**src/design/hbcs_pkg.sv**
```systemverilog
// ----------------------------------------------------------------------------
// hbcs_pkg
// Shared types, character codes and helpers of the hex bank command server.
// ----------------------------------------------------------------------------
package hbcs_pkg;

  // field and register widths fixed by the command format
  localparam int ByteW    = 8;
  localparam int DigitW   = 4;
  localparam int SizeW    = 5;
  localparam int TimeoutW = 16;
  localparam int CfgIdxW  = 2;
  localparam int CfgDataW = 16;
  localparam int NibCntW  = 6;

  // command queue depth between front and back
  localparam int QDepth = 4;
  localparam int QPtrW  = 2;
  localparam int QCntW  = 3;

  // configuration register indexes
  localparam logic [CfgIdxW-1:0] CFG_BANK_COUNT    = 2'd0;
  localparam logic [CfgIdxW-1:0] CFG_BANK_SIZE     = 2'd1;
  localparam logic [CfgIdxW-1:0] CFG_TIMEOUT_TICKS = 2'd2;

  // configuration reset values
  localparam logic [DigitW-1:0]   RST_BANK_COUNT = 4'd10;
  localparam logic [SizeW-1:0]    RST_BANK_SIZE  = 5'd16;
  localparam logic [TimeoutW-1:0] RST_TIMEOUT    = 16'd1000;

  // ascii codes
  localparam logic [ByteW-1:0] CHAR_G  = 8'h47;
  localparam logic [ByteW-1:0] CHAR_S  = 8'h53;
  localparam logic [ByteW-1:0] CHAR_C  = 8'h43;
  localparam logic [ByteW-1:0] CHAR_NL = 8'h0a;
  localparam logic [ByteW-1:0] CHAR_0  = 8'h30;
  localparam logic [ByteW-1:0] CHAR_9  = 8'h39;
  localparam logic [ByteW-1:0] CHAR_UA = 8'h41;
  localparam logic [ByteW-1:0] CHAR_UZ = 8'h5a;
  localparam logic [ByteW-1:0] CHAR_LA = 8'h61;
  localparam logic [ByteW-1:0] CHAR_LF = 8'h66;
  localparam logic [ByteW-1:0] CASE_OFFSET = 8'h20;
  localparam logic [3:0]       NIB_MASK = 4'hf;

  // parser phases
  typedef enum logic [1:0] {
    PH_IDLE,
    PH_BANK,
    PH_NL,
    PH_DATA
  } phase_t;

  // pending command
  typedef enum logic [1:0] {
    CMD_G,
    CMD_S,
    CMD_C
  } cmd_t;

  // operations for the back end
  typedef enum logic [1:0] {
    OP_WRITE,
    OP_CLEAR,
    OP_DUMP
  } op_t;

  // back end states
  typedef enum logic [2:0] {
    B_IDLE,
    B_CLEAR,
    B_DUMP_HI,
    B_DUMP_LO,
    B_DUMP_NL
  } bstate_t;

  // one queued operation; clear and dump carry the byte count in data
  typedef struct packed {
    op_t               op;
    logic [DigitW-1:0] bank;
    logic [SizeW-1:0]  idx;
    logic [ByteW-1:0]  data;
  } q_entry_t;

  // lowercase hex character of a nibble
  function automatic logic [ByteW-1:0] hex_char(input logic [3:0] v);
    logic [ByteW-1:0] ext;
    ext = {4'd0, v & NIB_MASK};
    if (v >= 4'd10) begin
      return CHAR_LA + ext - 8'd10;
    end
    return CHAR_0 + ext;
  endfunction

endpackage

```
**src/design/hbcs_ram.sv**
```systemverilog
// ----------------------------------------------------------------------------
// hbcs_ram
// Generic single-port RAM with registered read data.
// ----------------------------------------------------------------------------
module hbcs_ram #(
  parameter int Width = 8,
  parameter int Depth = 160,
  parameter int AddrW = (Depth > 1) ? $clog2(Depth) : 1
) (
  input  logic             clk,
  input  logic             we,
  input  logic             re,
  input  logic [AddrW-1:0] addr,
  input  logic [Width-1:0] wdata,
  output logic [Width-1:0] rdata
);

  logic [Width-1:0] mem_r [Depth];
  logic [Width-1:0] rdata_r;

  // write port and registered read
  always_ff @(posedge clk) begin
    if (we) begin
      mem_r[addr] <= wdata;
    end
    if (re) begin
      rdata_r <= mem_r[addr];
    end
  end

  assign rdata = rdata_r;

endmodule

```
**src/design/hbcs_front.sv**
```systemverilog
// ----------------------------------------------------------------------------
// hbcs_front
// Command parser: takes bytes and ticks, keeps configuration, tracks the
// timeout and turns commands and hex digits into queued operations.
// ----------------------------------------------------------------------------
module hbcs_front #(
  parameter int NUM_BANKS  = 10,
  parameter int BANK_BYTES = 16
) (
  input  logic                          clk,
  input  logic                          rst_n,
  input  logic                          in_fire,
  input  logic                          in_kind,
  input  logic [hbcs_pkg::ByteW-1:0]    in_byte,
  input  logic                          cfg_we,
  input  logic [hbcs_pkg::CfgIdxW-1:0]  cfg_index,
  input  logic [hbcs_pkg::CfgDataW-1:0] cfg_wdata,
  output logic                          push,
  output hbcs_pkg::q_entry_t            push_entry
);

  import hbcs_pkg::*;

  phase_t              phase_r, phase_nxt;
  cmd_t                cmd_r, cmd_nxt;
  logic [DigitW-1:0]   bank_r, bank_nxt;
  logic [NibCntW-1:0]  nib_r, nib_nxt;
  logic [TimeoutW-1:0] wait_r, wait_nxt;
  logic [3:0]          hi_r, hi_nxt;

  logic [DigitW-1:0]   bank_count_r;
  logic [SizeW-1:0]    bank_size_r;
  logic [TimeoutW-1:0] timeout_r;

  logic [DigitW-1:0] eff_count;
  logic [SizeW-1:0]  eff_size;
  logic [ByteW-1:0]  digit_off;
  logic [ByteW-1:0]  folded;
  logic [ByteW-1:0]  fold_dig;
  logic [ByteW-1:0]  fold_alpha;
  logic [NibCntW:0]  nib_inc;

  // effective bank count and size
  assign eff_count = (bank_count_r < DigitW'(NUM_BANKS)) ? bank_count_r : DigitW'(NUM_BANKS);
  assign eff_size  = (bank_size_r < SizeW'(BANK_BYTES)) ? bank_size_r : SizeW'(BANK_BYTES);

  // character helpers
  assign digit_off  = in_byte - CHAR_0;
  assign folded     = (in_byte inside {[CHAR_UA:CHAR_UZ]}) ? in_byte + CASE_OFFSET : in_byte;
  assign fold_dig   = folded - CHAR_0;
  assign fold_alpha = folded - CHAR_LA;
  assign nib_inc    = {1'b0, nib_r} + 1'b1;

  // configuration registers
  always_ff @(posedge clk) begin
    if (!rst_n) begin
      bank_count_r <= RST_BANK_COUNT;
      bank_size_r  <= RST_BANK_SIZE;
      timeout_r    <= RST_TIMEOUT;
    end else if (cfg_we) begin
      case (cfg_index)
        CFG_BANK_COUNT:    bank_count_r <= cfg_wdata[DigitW-1:0];
        CFG_BANK_SIZE:     bank_size_r  <= cfg_wdata[SizeW-1:0];
        CFG_TIMEOUT_TICKS: timeout_r    <= cfg_wdata[TimeoutW-1:0];
        default: ;
      endcase
    end
  end

  // parser state
  always_ff @(posedge clk) begin
    if (!rst_n) begin
      phase_r <= PH_IDLE;
      cmd_r   <= CMD_G;
      bank_r  <= '0;
      nib_r   <= '0;
      wait_r  <= '0;
      hi_r    <= '0;
    end else begin
      phase_r <= phase_nxt;
      cmd_r   <= cmd_nxt;
      bank_r  <= bank_nxt;
      nib_r   <= nib_nxt;
      wait_r  <= wait_nxt;
      hi_r    <= hi_nxt;
    end
  end

  // next state and queued operation
  always_comb begin
    phase_nxt  = phase_r;
    cmd_nxt    = cmd_r;
    bank_nxt   = bank_r;
    nib_nxt    = nib_r;
    wait_nxt   = wait_r;
    hi_nxt     = hi_r;
    push       = 1'b0;
    push_entry = '{op: OP_WRITE, bank: bank_r, idx: '0, data: '0};

    if (in_fire) begin
      if (in_kind) begin
        // time tick: count or give up
        if (phase_r != PH_IDLE) begin
          if (wait_r >= timeout_r) begin
            phase_nxt = PH_IDLE;
            wait_nxt  = '0;
          end else begin
            wait_nxt = wait_r + 1'b1;
          end
        end
      end else begin
        wait_nxt = '0;
        case (phase_r)
          PH_IDLE: begin
            if (in_byte == CHAR_G) begin
              cmd_nxt   = CMD_G;
              phase_nxt = PH_BANK;
            end else if (in_byte == CHAR_S) begin
              cmd_nxt   = CMD_S;
              phase_nxt = PH_BANK;
            end else if (in_byte == CHAR_C) begin
              cmd_nxt   = CMD_C;
              phase_nxt = PH_BANK;
            end
          end
          PH_BANK: begin
            if ((in_byte inside {[CHAR_0:CHAR_9]}) && (digit_off < {4'd0, eff_count})) begin
              bank_nxt  = digit_off[DigitW-1:0];
              phase_nxt = PH_NL;
            end else begin
              phase_nxt = PH_IDLE;
            end
          end
          PH_NL: begin
            phase_nxt = PH_IDLE;
            if (in_byte == CHAR_NL) begin
              push_entry.data = {3'd0, eff_size};
              if (cmd_r == CMD_G) begin
                push_entry.op = OP_DUMP;
                push          = 1'b1;
              end else if (eff_size != '0) begin
                push_entry.op = OP_CLEAR;
                push          = 1'b1;
                if (cmd_r == CMD_S) begin
                  nib_nxt   = '0;
                  phase_nxt = PH_DATA;
                end
              end
            end
          end
          PH_DATA: begin
            if (in_byte == CHAR_NL) begin
              phase_nxt = PH_IDLE;
            end else if ((folded inside {[CHAR_0:CHAR_9]}) ||
                         (folded inside {[CHAR_LA:CHAR_LF]})) begin
              push           = 1'b1;
              push_entry.op  = OP_WRITE;
              push_entry.idx = nib_r[NibCntW-1:1];
              if (nib_r[0] == 1'b0) begin
                if (folded inside {[CHAR_0:CHAR_9]}) begin
                  hi_nxt          = fold_dig[3:0];
                  push_entry.data = {fold_dig[3:0], 4'd0};
                end else begin
                  hi_nxt          = fold_alpha[3:0] + 4'd10;
                  push_entry.data = {fold_alpha[3:0] + 4'd10, 4'd0};
                end
              end else begin
                if (folded inside {[CHAR_0:CHAR_9]}) begin
                  push_entry.data = {hi_r, fold_dig[3:0]};
                end else begin
                  push_entry.data = {hi_r, fold_alpha[3:0] + 4'd10};
                end
              end
              nib_nxt = nib_inc[NibCntW-1:0];
              if (nib_inc >= {1'b0, eff_size, 1'b0}) begin
                phase_nxt = PH_IDLE;
              end
            end
          end
          default: phase_nxt = PH_IDLE;
        endcase
      end
    end
  end

endmodule

```
**src/design/hbcs_queue.sv**
```systemverilog
// ----------------------------------------------------------------------------
// hbcs_queue
// Short operation queue between parser and executor.
// ----------------------------------------------------------------------------
module hbcs_queue (
  input  logic               clk,
  input  logic               rst_n,
  input  logic               push,
  input  hbcs_pkg::q_entry_t push_entry,
  input  logic               pop,
  output hbcs_pkg::q_entry_t head,
  output logic               empty,
  output logic               full
);

  import hbcs_pkg::*;

  q_entry_t         q_mem_r [QDepth];
  logic [QPtrW-1:0] wr_ptr_r;
  logic [QPtrW-1:0] rd_ptr_r;
  logic [QCntW-1:0] count_r;

  assign empty = (count_r == '0);
  assign full  = (count_r == QCntW'(QDepth));
  assign head  = q_mem_r[rd_ptr_r];

  // entry storage
  always_ff @(posedge clk) begin
    if (push) begin
      q_mem_r[wr_ptr_r] <= push_entry;
    end
  end

  // pointers and fill count
  always_ff @(posedge clk) begin
    if (!rst_n) begin
      wr_ptr_r <= '0;
      rd_ptr_r <= '0;
      count_r  <= '0;
    end else begin
      if (push) begin
        wr_ptr_r <= wr_ptr_r + 1'b1;
      end
      if (pop) begin
        rd_ptr_r <= rd_ptr_r + 1'b1;
      end
      if (push && !pop) begin
        count_r <= count_r + 1'b1;
      end else if (pop && !push) begin
        count_r <= count_r - 1'b1;
      end
    end
  end

  a_no_overflow: assert property (@(posedge clk) disable iff (!rst_n) !(push && full))
    else $error("queue written while full");
  a_no_underflow: assert property (@(posedge clk) disable iff (!rst_n) !(pop && empty))
    else $error("queue read while empty");
  a_count_range: assert property (@(posedge clk) disable iff (!rst_n)
                                  count_r <= QCntW'(QDepth))
    else $error("queue count out of range");

endmodule

```
**src/design/hbcs_back.sv**
```systemverilog
// ----------------------------------------------------------------------------
// hbcs_back
// Executor: pops operations, writes and clears bank memory and streams
// bank dumps as hex characters through an output register.
// ----------------------------------------------------------------------------
module hbcs_back #(
  parameter int NUM_BANKS  = 10,
  parameter int BANK_BYTES = 16
) (
  input  logic                       clk,
  input  logic                       rst_n,
  input  hbcs_pkg::q_entry_t         head,
  input  logic                       empty,
  output logic                       pop,
  output logic                       out_tvalid,
  input  logic                       out_tready,
  output logic [hbcs_pkg::ByteW-1:0] out_tdata,   // out_byte
  output logic                       out_tlast    // last
);

  import hbcs_pkg::*;

  localparam int Depth = NUM_BANKS * BANK_BYTES;
  localparam int AW    = (Depth > 1) ? $clog2(Depth) : 1;
  localparam int CalcW = AW + SizeW;

  bstate_t           state_r, state_nxt;
  logic [DigitW-1:0] bank_r, bank_nxt;
  logic [SizeW-1:0]  cnt_r, cnt_nxt;
  logic [SizeW-1:0]  size_r, size_nxt;

  logic              ovalid_r, ovalid_nxt;
  logic [ByteW-1:0]  odata_r, odata_nxt;
  logic              olast_r, olast_nxt;
  logic              slot_free;

  logic [DigitW-1:0] bank_sel;
  logic [SizeW-1:0]  idx_sel;
  logic [CalcW-1:0]  addr_full;
  logic              ram_we;
  logic              ram_re;
  logic [ByteW-1:0]  ram_wdata;
  logic [ByteW-1:0]  ram_rdata;
  logic [SizeW:0]    cnt_inc;

  assign slot_free = !ovalid_r || out_tready;
  assign cnt_inc   = {1'b0, cnt_r} + 1'b1;
  assign addr_full = CalcW'(bank_sel) * CalcW'(BANK_BYTES) + CalcW'(idx_sel);

  hbcs_ram #(
    .Width (ByteW),
    .Depth (Depth),
    .AddrW (AW)
  ) u_ram (
    .clk   (clk),
    .we    (ram_we),
    .re    (ram_re),
    .addr  (addr_full[AW-1:0]),
    .wdata (ram_wdata),
    .rdata (ram_rdata)
  );

  // control and output registers
  always_ff @(posedge clk) begin
    if (!rst_n) begin
      state_r  <= B_IDLE;
      bank_r   <= '0;
      cnt_r    <= '0;
      size_r   <= '0;
      ovalid_r <= 1'b0;
      olast_r  <= 1'b0;
    end else begin
      state_r  <= state_nxt;
      bank_r   <= bank_nxt;
      cnt_r    <= cnt_nxt;
      size_r   <= size_nxt;
      ovalid_r <= ovalid_nxt;
      olast_r  <= olast_nxt;
    end
  end

  always_ff @(posedge clk) begin
    odata_r <= odata_nxt;
  end

  // sequencer
  always_comb begin
    state_nxt  = state_r;
    bank_nxt   = bank_r;
    cnt_nxt    = cnt_r;
    size_nxt   = size_r;
    pop        = 1'b0;
    bank_sel   = bank_r;
    idx_sel    = cnt_r;
    ram_we     = 1'b0;
    ram_re     = 1'b0;
    ram_wdata  = '0;
    ovalid_nxt = ovalid_r && !out_tready;
    odata_nxt  = odata_r;
    olast_nxt  = olast_r;

    case (state_r)
      B_IDLE: begin
        bank_sel = head.bank;
        idx_sel  = head.idx;
        if (!empty) begin
          pop      = 1'b1;
          bank_nxt = head.bank;
          size_nxt = head.data[SizeW-1:0];
          cnt_nxt  = '0;
          case (head.op)
            OP_WRITE: begin
              ram_we    = 1'b1;
              ram_wdata = head.data;
            end
            OP_CLEAR: state_nxt = B_CLEAR;
            OP_DUMP: begin
              idx_sel = '0;
              if (head.data[SizeW-1:0] == '0) begin
                state_nxt = B_DUMP_NL;
              end else begin
                ram_re    = 1'b1;
                state_nxt = B_DUMP_HI;
              end
            end
            default: ;
          endcase
        end
      end
      B_CLEAR: begin
        // one byte zeroed per cycle
        ram_we  = 1'b1;
        cnt_nxt = cnt_inc[SizeW-1:0];
        if (cnt_inc == {1'b0, size_r}) begin
          state_nxt = B_IDLE;
        end
      end
      B_DUMP_HI: begin
        if (slot_free) begin
          ovalid_nxt = 1'b1;
          odata_nxt  = hex_char(ram_rdata[7:4]);
          olast_nxt  = 1'b0;
          state_nxt  = B_DUMP_LO;
        end
      end
      B_DUMP_LO: begin
        // low digit goes out while the next byte, if any, is read
        idx_sel = cnt_inc[SizeW-1:0];
        if (slot_free) begin
          ovalid_nxt = 1'b1;
          odata_nxt  = hex_char(ram_rdata[3:0]);
          olast_nxt  = 1'b0;
          if (cnt_inc == {1'b0, size_r}) begin
            state_nxt = B_DUMP_NL;
          end else begin
            ram_re    = 1'b1;
            cnt_nxt   = cnt_inc[SizeW-1:0];
            state_nxt = B_DUMP_HI;
          end
        end
      end
      B_DUMP_NL: begin
        if (slot_free) begin
          ovalid_nxt = 1'b1;
          odata_nxt  = CHAR_NL;
          olast_nxt  = 1'b1;
          state_nxt  = B_IDLE;
        end
      end
      default: state_nxt = B_IDLE;
    endcase
  end

  assign out_tvalid = ovalid_r;
  assign out_tdata  = odata_r;
  assign out_tlast  = olast_r;

  a_dump_no_write: assert property (@(posedge clk) disable iff (!rst_n)
    (state_r == B_DUMP_HI || state_r == B_DUMP_LO || state_r == B_DUMP_NL) |-> !ram_we)
    else $error("memory written during dump");
  a_last_is_newline: assert property (@(posedge clk) disable iff (!rst_n)
    (out_tvalid && out_tlast) |-> (out_tdata == CHAR_NL))
    else $error("last flag on a non-newline character");
  a_pop_only_idle: assert property (@(posedge clk) disable iff (!rst_n)
    pop |-> (state_r == B_IDLE && !empty))
    else $error("operation popped while busy");

endmodule

```
**src/design/hex_bank_command_server.sv**
```systemverilog
// A byte or tick is parsed in the cycle it is accepted; after its newline a
// dump's first character passes the queue, RAM read and output registers.
// Throughput: one input word per cycle while the 4-entry operation queue has
// room; a dump sends 2*size+1 words, one per cycle unless out_tready is low.
// Reset: synchronous active-low rst_n clears parser, queue, executor and
// configuration (10 banks, 16 bytes, 1000 ticks); bank memory keeps its data.
// ----------------------------------------------------------------------------
// hex_bank_command_server
// Serial command server over banks of bytes: G dumps a bank as hex, C
// zeroes it, S zeroes it and loads hex digits into it.
// ----------------------------------------------------------------------------
module hex_bank_command_server #(
  parameter int NUM_BANKS  = 10,
  parameter int BANK_BYTES = 16
) (
  input  logic                          clk,
  input  logic                          rst_n,
  input  logic                          in_tvalid,
  output logic                          in_tready,
  input  logic [hbcs_pkg::ByteW-1:0]    in_tdata,   // data_byte
  input  logic                          in_tuser,   // kind
  output logic                          out_tvalid,
  input  logic                          out_tready,
  output logic [hbcs_pkg::ByteW-1:0]    out_tdata,  // out_byte
  output logic                          out_tlast,  // last
  input  logic                          cfg_we,
  input  logic [hbcs_pkg::CfgIdxW-1:0]  cfg_index,
  input  logic [hbcs_pkg::CfgDataW-1:0] cfg_wdata
);

  import hbcs_pkg::*;

  logic     in_fire;
  logic     push;
  logic     pop;
  logic     q_empty;
  logic     q_full;
  q_entry_t push_entry;
  q_entry_t head;

  // words are taken whenever the queue can hold one more operation
  assign in_tready = !q_full;
  assign in_fire   = in_tvalid && in_tready;

  hbcs_front #(
    .NUM_BANKS  (NUM_BANKS),
    .BANK_BYTES (BANK_BYTES)
  ) u_front (
    .clk        (clk),
    .rst_n      (rst_n),
    .in_fire    (in_fire),
    .in_kind    (in_tuser),
    .in_byte    (in_tdata),
    .cfg_we     (cfg_we),
    .cfg_index  (cfg_index),
    .cfg_wdata  (cfg_wdata),
    .push       (push),
    .push_entry (push_entry)
  );

  hbcs_queue u_queue (
    .clk        (clk),
    .rst_n      (rst_n),
    .push       (push),
    .push_entry (push_entry),
    .pop        (pop),
    .head       (head),
    .empty      (q_empty),
    .full       (q_full)
  );

  hbcs_back #(
    .NUM_BANKS  (NUM_BANKS),
    .BANK_BYTES (BANK_BYTES)
  ) u_back (
    .clk        (clk),
    .rst_n      (rst_n),
    .head       (head),
    .empty      (q_empty),
    .pop        (pop),
    .out_tvalid (out_tvalid),
    .out_tready (out_tready),
    .out_tdata  (out_tdata),
    .out_tlast  (out_tlast)
  );

endmodule

```
**config.mk**
```make
export PLATFORM = sky130hd
export DESIGN_NAME = hex_bank_command_server
export DESIGN_NICKNAME = d
export VERILOG_FILES = /design/src/design/hbcs_pkg.sv /design/src/design/hbcs_ram.sv /design/src/design/hbcs_front.sv /design/src/design/hbcs_queue.sv /design/src/design/hbcs_back.sv /design/src/design/hex_bank_command_server.sv
export SDC_FILE = /design/constraint.sdc
export NUM_CORES = 2
export LEC_CHECK = 0
export CAP_MARGIN = 40
export CORE_MARGIN = 2
export CORE_UTILIZATION = 45
export CTS_CLUSTER_DIAMETER = 200
export DETAILED_ROUTE_END_ITERATION = 6
export DONT_BUFFER_PORTS = 1
export RECOVER_POWER = 100
export SKIP_CTS_REPAIR_TIMING = 1
export SYNTH_ARGS = -nofsm -noshare
export SYNTH_HDL_FRONTEND = slang
export SYNTH_HIERARCHICAL = 1
export SYNTH_SLANG_ARGS = --single-unit
```
**constraint.sdc**
```tcl
create_clock -name clk -period 7.5 [get_ports clk]
set_input_delay 1.125 -clock clk [delete_from_list [all_inputs] [get_ports clk]]
set_output_delay 1.125 -clock clk [all_outputs]
set_load 0.01 [all_outputs]
```
Word level (Yosys, flattened, before mapping)

Memory sizes are Yosys's and may differ from the RTL's. A register that Yosys moved wholly into a read port is not among the register bits.
Cells that the tools add are included.
Widths: inputs -> output; s select.

Bits in registers: 93
Bits in writable memories: 1356
Bits of input ports: 32
Memories kept: 2

$add $sub $neg: 19
Order comparisons: 15
Equal/unequal tests: 37
Multiplexer cells: 114
Bitwise logic cells: 4
Reduce and logical (&&, ||, !) cells: 47

Memory list:

| memory             | depth | width | rd ports | clocked after Yosys merged registers in | wr ports | line             | source |
|---|---|---|---|---|---|---|---|
| u_back.u_ram.mem_r | 160   | 8     | 1        | 1                                       | 1        | hbcs_ram.sv:18   | `logic [Width-1:0] mem_r [Depth];` |
| u_queue.q_mem_r    | 4     | 19    | 1        | 1                                       | 1        | hbcs_queue.sv:18 | `q_entry_t q_mem_r [QDepth];` |

Operator list:

| cell                  | count |
|---|---|
| $mux 8                | 13 |
| $mux 13               | 4 |
| $mux 16               | 3 |
| $mux 2                | 24 |
| $mux 5                | 8 |
| $mux 6                | 6 |
| $mux 1                | 31 |
| $mux 3                | 9 |
| $eq 8x7->1 const B    | 3 |
| $pmux 8 s3            | 1 |
| $ne 2x1->1 const B    | 11 |
| $reduce_and 6->1      | 3 |
| $add 16x1->16 const B | 1 |
| $add 7x4->8 const A   | 2 |
| $ge 16x16->1          | 1 |
| $ge 8x6->1 const B    | 2 |
| $ge 8x7->1 const B    | 2 |
| $le 8x6->1 const B    | 2 |
| $le 8x7->1 const B    | 2 |
| $mux 4                | 4 |
| $pmux 8 s2            | 1 |
| $reduce_and 4->1      | 4 |
| $sub 8x4->8 const B   | 2 |
| $pmux 3 s5            | 1 |
| 48 further kinds      | 96 |

Longest topological paths before layout

Word-level depth: 15
Mapped depth: 18

Cells and area by module

The synthesis kept the hierarchy.

Modules (own cells, without submodules):

| module                  | times used | cells an instance | area each (um^2) | seq. area each (um^2) |
|---|---|---|---|---|
| hbcs_ram                | 1          | 2371              | 49900.4          | 38677.1 |
| hbcs_front              | 1          | 443               | 3623.5           | 1181.1 |
| hbcs_queue              | 1          | 142               | 3230.6           | 2462.4 |
| hbcs_back               | 1          | 240               | 1898.1           | 590.6 |
| hex_bank_command_server | 1          | 2                 | 10.0             | 0.0 |

Worst setup path after synthesis

Ideal clock, no wire load.

Path kind: input -> register
Start: input in_tdata[6] in the netlist's numbering
End: register u_queue.count_r[2]
Setup time: 76 ps
Data arrival time: 4384 ps
Required time: 7424 ps
Path slack: 3040 ps
Cell stages on the path: 14
Buffers on the path: 1
Cells stage by stage: clkbuf_1 inv_1 ha_1 nor4b_1 mux2i_1 a2111oi_4 o211ai_1 o21ai_0 ha_1 inv_1 fa_1 xor2_1 or3_1 a21boi_0

Word-level cells in the longest chain between the ends: 14
Elaborated cells between the ends (all ways): 24
Those cells by class: add/sub (1); order compare (6); eq/ne (1); mux (8); reduce/logical (8)

RTL lines:

| element                                     | line                                 | source |
|---|---|---|
| from (decl)                                 | hex_bank_command_server.sv:20        | `input logic [hbcs_pkg::ByteW-1:0] in_tdata,` |
| $ge 8x7->1 or $le 8x7->1 (tied branches)    | hbcs_front.sv:49                     | `assign folded = (in_byte inside {[CHAR_UA:CHAR_UZ]}) ? in_byte + CASE_OFFSET : in_byte;` |
| $logic_and 1x1->1                           | hbcs_front.sv:49                     |  |
| $mux 8                                      | hbcs_front.sv:49                     |  |
| $ge 8x6->1, or another cell as far along    | hbcs_front.sv:154                    | `end else if ((folded inside {[CHAR_0:CHAR_9]}) \|\|` |
| $logic_and 1x1->1, on equally long branches | hbcs_front.sv:154, hbcs_front.sv:155 |  |
| $logic_or 1x1->1                            | hbcs_front.sv:154                    |  |
| $mux 1                                      | hbcs_front.sv:154                    |  |
| $mux 1                                      | hbcs_front.sv:152                    | `if (in_byte == CHAR_NL) begin` |
| $pmux 1 s2 (*)                              | hbcs_front.sv:113                    | `case (phase_r)` |
| $mux 1 (*)                                  | hbcs_front.sv:101                    | `if (in_kind) begin` |
| $mux 1 (*)                                  | hbcs_front.sv:100                    | `if (in_fire) begin` |
| net push                                    | hex_bank_command_server.sv:34        | `logic push;` |
| $logic_not 1->1                             | hbcs_queue.sv:49                     | `end else if (pop && !push) begin` |
| $logic_and 1x1->1                           | hbcs_queue.sv:49                     |  |
| $reduce_bool 2->1 (no source line)          | n/a                                  |  |
| to (signal assigned)                        | hbcs_queue.sv:48                     | `count_r <= count_r + 1'b1;` |
| to (signal assigned)                        | hbcs_queue.sv:50                     | `count_r <= count_r - 1'b1;` |
| to (decl)                                   | hbcs_queue.sv:21                     | `logic [QCntW-1:0] count_r;` |

The timed path passes the listed nets; every way through them passes the cells marked *.
A chain may end at the register's enable or synchronous reset.

Worst setup path in the final report

Start: register u_back.state_r[1]
End: register u_back.u_ram.rdata_r[5] (netlist: u_back/u_ram/rdata[5]) (read register of u_back.u_ram.mem_r), data pin

Word-level cells in the longest chain between the ends: 3
Elaborated cells between the ends (all ways): 6
Those cells by class: add/sub (1); eq/ne (1); mux (3); reduce/logical (1)

RTL lines:

| element                                       | line             | source |
|---|---|---|
| from (decl)                                   | hbcs_back.sv:27  | `bstate_t state_r, state_nxt;` |
| from (signal assigned)                        | hbcs_back.sv:73  | `state_r <= state_nxt;` |
| $eq 3x2->1 or $logic_not 3->1 (tied branches) | hbcs_back.sv:102 | `case (state_r)` |
| $pmux 5 s2 (*)                                | hbcs_back.sv:102 |  |
| $add 8x5->8 (*)                               | hbcs_back.sv:48  | `assign addr_full = CalcW'(bank_sel) * CalcW'(BANK_BYTES) + CalcW'(idx_sel);` |
| net u_back.addr_full[0]                       | hbcs_back.sv:39  | `logic [CalcW-1:0] addr_full;` |
| to (decl)                                     | hbcs_ram.sv:19   | `logic [Width-1:0] rdata_r;` |

Marks and branches as above.

==> reports/metrics.cfg <==
[run_status]
outcome=complete, but fails checks
violations=capacitance limit, slew limit

[routing]
vias=31210
finalWirelength_um=148400
final_antenna_net_count=0
wl_per_cell_um=28.73
drt_iter0_drc=3768
firstDrtPassIters=5
vias_per_cell=6.042
route.detailed.drc=0

[grt]
grt-ovfl-total=0
grt_pass1_vias=31590
grt_pass1_wl_um=215900
grt_start_max_net_pins=97
track_usage_pct=22.41
antenna_found_initial=3

[cells_and_area]
nets=3381
drive_above_1_share_pct=16.98
syn_to_final_growth_pct=11.61
multi_input_area_mm2=0.01469
fin_cells=5165
ff_latch_area_mm2=0.04291
n_fill_cell=10470

[floorplan]
die-area_mm2=0.1333
num_io_pins=43
die_h_um=365.1
die_w_um=365.1
initial_core_util_pct=45.30
core_mm2=0.1295
num_rows=132

[placed_design]
dp_hpwl_um=95550
place_congestion=0.9180
dp_cells=4895
io_buffers=0

[synth]
netlist-cell-type-count=87
synth_edf_count=1371
seq_area_frac_synth_pct=73.15
synth_area_leaders=edfxtp_1 (70%), mux4_2 (11%), dfxtp_1 (3.0%), mux2i_1 (2.4%), nor2_1 (1.5%)
yosysWarningCount=6
syn_area_mm2=0.05866
synth_fp_nets=3275
syn_inst=3198
synth_top_area_share_pct=70.18
synth.avg_cell_area_um2=18.34
synth.most_common_cell=edfxtp_1
yosysTopAreaCell=edfxtp_1
async_flop_share_pct=0
ys.flop_type=edfxtp_1
ys_top_cells_by_count=edfxtp_1 (1371), mux4_2 (284), nor2_1 (227)
synth-seq-cells=1458

[clocking]
ctsRootBufferMaster=clkbuf_16
cts_tree=done
cts_buffer_depth=3
clock-sinks=1458
cts_buffers=147
clk_latency_ns=0.77
clkTransAtPathRegs_ns=0.06
cts-htree-levels=4

[setup_path]
crit_path_top_delay_cell=o21ai_0
crit_path_max_incr_delay_ns=1.52
critPathMaxFanout=67
crit_path_start_kind=flip-flop
crit_required_ns=7.97
arrival_ns=6.87
worstPathBufferInverterCount=2
crit_type=reg2reg
critical-path-top-delay-family=compound AO/OA/AOI/OAI gates
crit_path_cell_trace=nand2_1 -> o21ai_0 -> buf_12 -> buf_4 -> mux4_2 -> a22oi_1 -> a21oi_1 -> o41ai_1 -> nand4_1
crit_path_end_kind=flip-flop

[sta]
fin_skew_ns=0.02815
maxSlewViolCount=714
finalSetupViolCount=0
finalHoldViolCount=0
fmax_ghz=0.1563
worst_slew_pin_slew_ns=3.777
finalCritPeriodShare_pct=85.32
max-slew-margin-rel_pct=-151.8
rsz0062_at_grt=no
min_period_ns=6.399
setup_tns_ns=0

[power]
p_per_area_mw_per_mm2=380.3
irDropWorstVdd_mv=0.6094
p_leak_nw=18.77

[run]
maxCapViolCount=16

[min_path]
hp-class=reg2reg

==> flip-flops by register name, summed over array words and instances (netlist names), 5 cells and up, named ones only <==
| signal | cells |
|---|---|
| u_back/size_r | 5 |
| u_back/out_tdata | 7 |
| u_front/nib_r | 6 |
| u_back/u_ram/mem_r | 1280 |
| u_back/cnt_r | 5 |
| u_front/wait_r | 16 |
| u_back/u_ram/rdata | 8 |
| u_front/bank_size_r | 5 |
| u_front/timeout_r | 16 |
| u_queue/q_mem_r | 76 |
==> placed cells by master, fill, tap and decap left out, drive strengths merged, types with 5 or more instances in the layout <==
| cell type | count |
|---|---|
| nand3 | 76 |
| o21ai | 34 |
| nor3 | 32 |
| or3 | 7 |
| xnor2 | 20 |
| ha | 44 |
| edfxtp | 1371 |
| mux2 | 11 |
| dfxtp | 87 |
| clkinv | 61 |
| buf | 52 |
| o41ai | 9 |
| a221oi | 6 |
| a21oi | 88 |
| nor3b | 7 |
| bufinv | 10 |
| a211o | 5 |
| nand2b | 17 |
| mux2i | 140 |
| a21o | 8 |
| clkbuf | 258 |
| a211oi | 16 |
| nand2 | 141 |
| inv | 58 |
| a31oi | 11 |
| a21boi | 13 |
| nand4 | 13 |
| a22oi | 110 |
| nor2 | 227 |
| and3 | 7 |
| xor2 | 17 |
| and2 | 30 |
| nor2b | 27 |
| o22ai | 8 |
| mux4 | 300 |
| o211ai | 17 |
==> path summary, 6_finish.rpt <==
| kind | from | end | slack [ns] | cells after the start |
|---|---|---|---|---|
| max | u_back/state_r[1]$_SDFFE_PN0P_ | u_back/u_ram/rdata[5]$_DFFE_PP_ | 1.10 | 9 |
| min | u_front/timeout_r[2]$_SDFFE_PN0P_ | u_front/timeout_r[2]$_SDFFE_PN0P_ | 0.46 | 2 |
| max reg2reg | u_back/state_r[1]$_SDFFE_PN0P_ | u_back/u_ram/rdata[5]$_DFFE_PP_ | 1.10 | 9 |
| min reg2reg | u_front/timeout_r[2]$_SDFFE_PN0P_ | u_front/timeout_r[2]$_SDFFE_PN0P_ | 0.46 | 2 |
==> where the power goes <==
group	total, W	internal [W]	switching, W	leakage (nW)
Combinational	0.00876	0.00324	0.00552	5.22
Clock	0.00710	0.00408	0.00302	2.27
Sequential	0.00904	0.00896	0.0000766	11.3
Total	0.0249	0.0163	0.00862	18.8
==> worst min-delay path: stages, from the launching register on <==
cell and delay (ns):
dfxtp_1 0.31, nand2_1 0.05, a21oi_1 0.05
==> cell type report <==
cell class,count,share of cell area (%)
Antenna cell,2,0.007644
Clock buffer,184,6.024
Clock inverter,82,1.072
Inverter,51,0.2924
Multi-Input combinational cell,1517,22.43
Sequential cell,1458,65.54
Tap cell,1742,3.329
Timing Repair Buffer,129,1.301
==> cells by family after synthesis <==
kind of cell               share of synthesized area, %
AOI/OAI and AO/OA                                 4.424
xor gates and xnor gates                         0.5524
adders and majority gates                        0.9726
buffers and inverters                             1.826
DFF                                               73.15
muxes                                             14.22
other                                          0.006392
and+or+nand+nor                                   4.850
==> layer usage <==
metal  global-route usage, %  part of all wire (%)
met4                   7.254                   2.9
met3                   4.103                   7.7
met1                   31.39                    42
met5                       0                0.0088
met2                   35.79                    48
==> through the flow <==
stage	setup slack, ns	utilization [%]	total power, W	hold slack [ns]	cell area (um2)
floorplan	3.040	-	0.01517	0.4363	58660
detailed placement	1.770	47.30	0.01806	0.4511	61250
global route	0.7629	50.56	0.02574	0.4245	65470
finish	1.101	50.56	0.02490	0.4553	65470
global placement	1.302	46.97	0.01783	0.4444	60810
CTS	1.718	50.89	0.02514	0.3854	65890
Note: power is estimated with default switching activity, not from simulation.
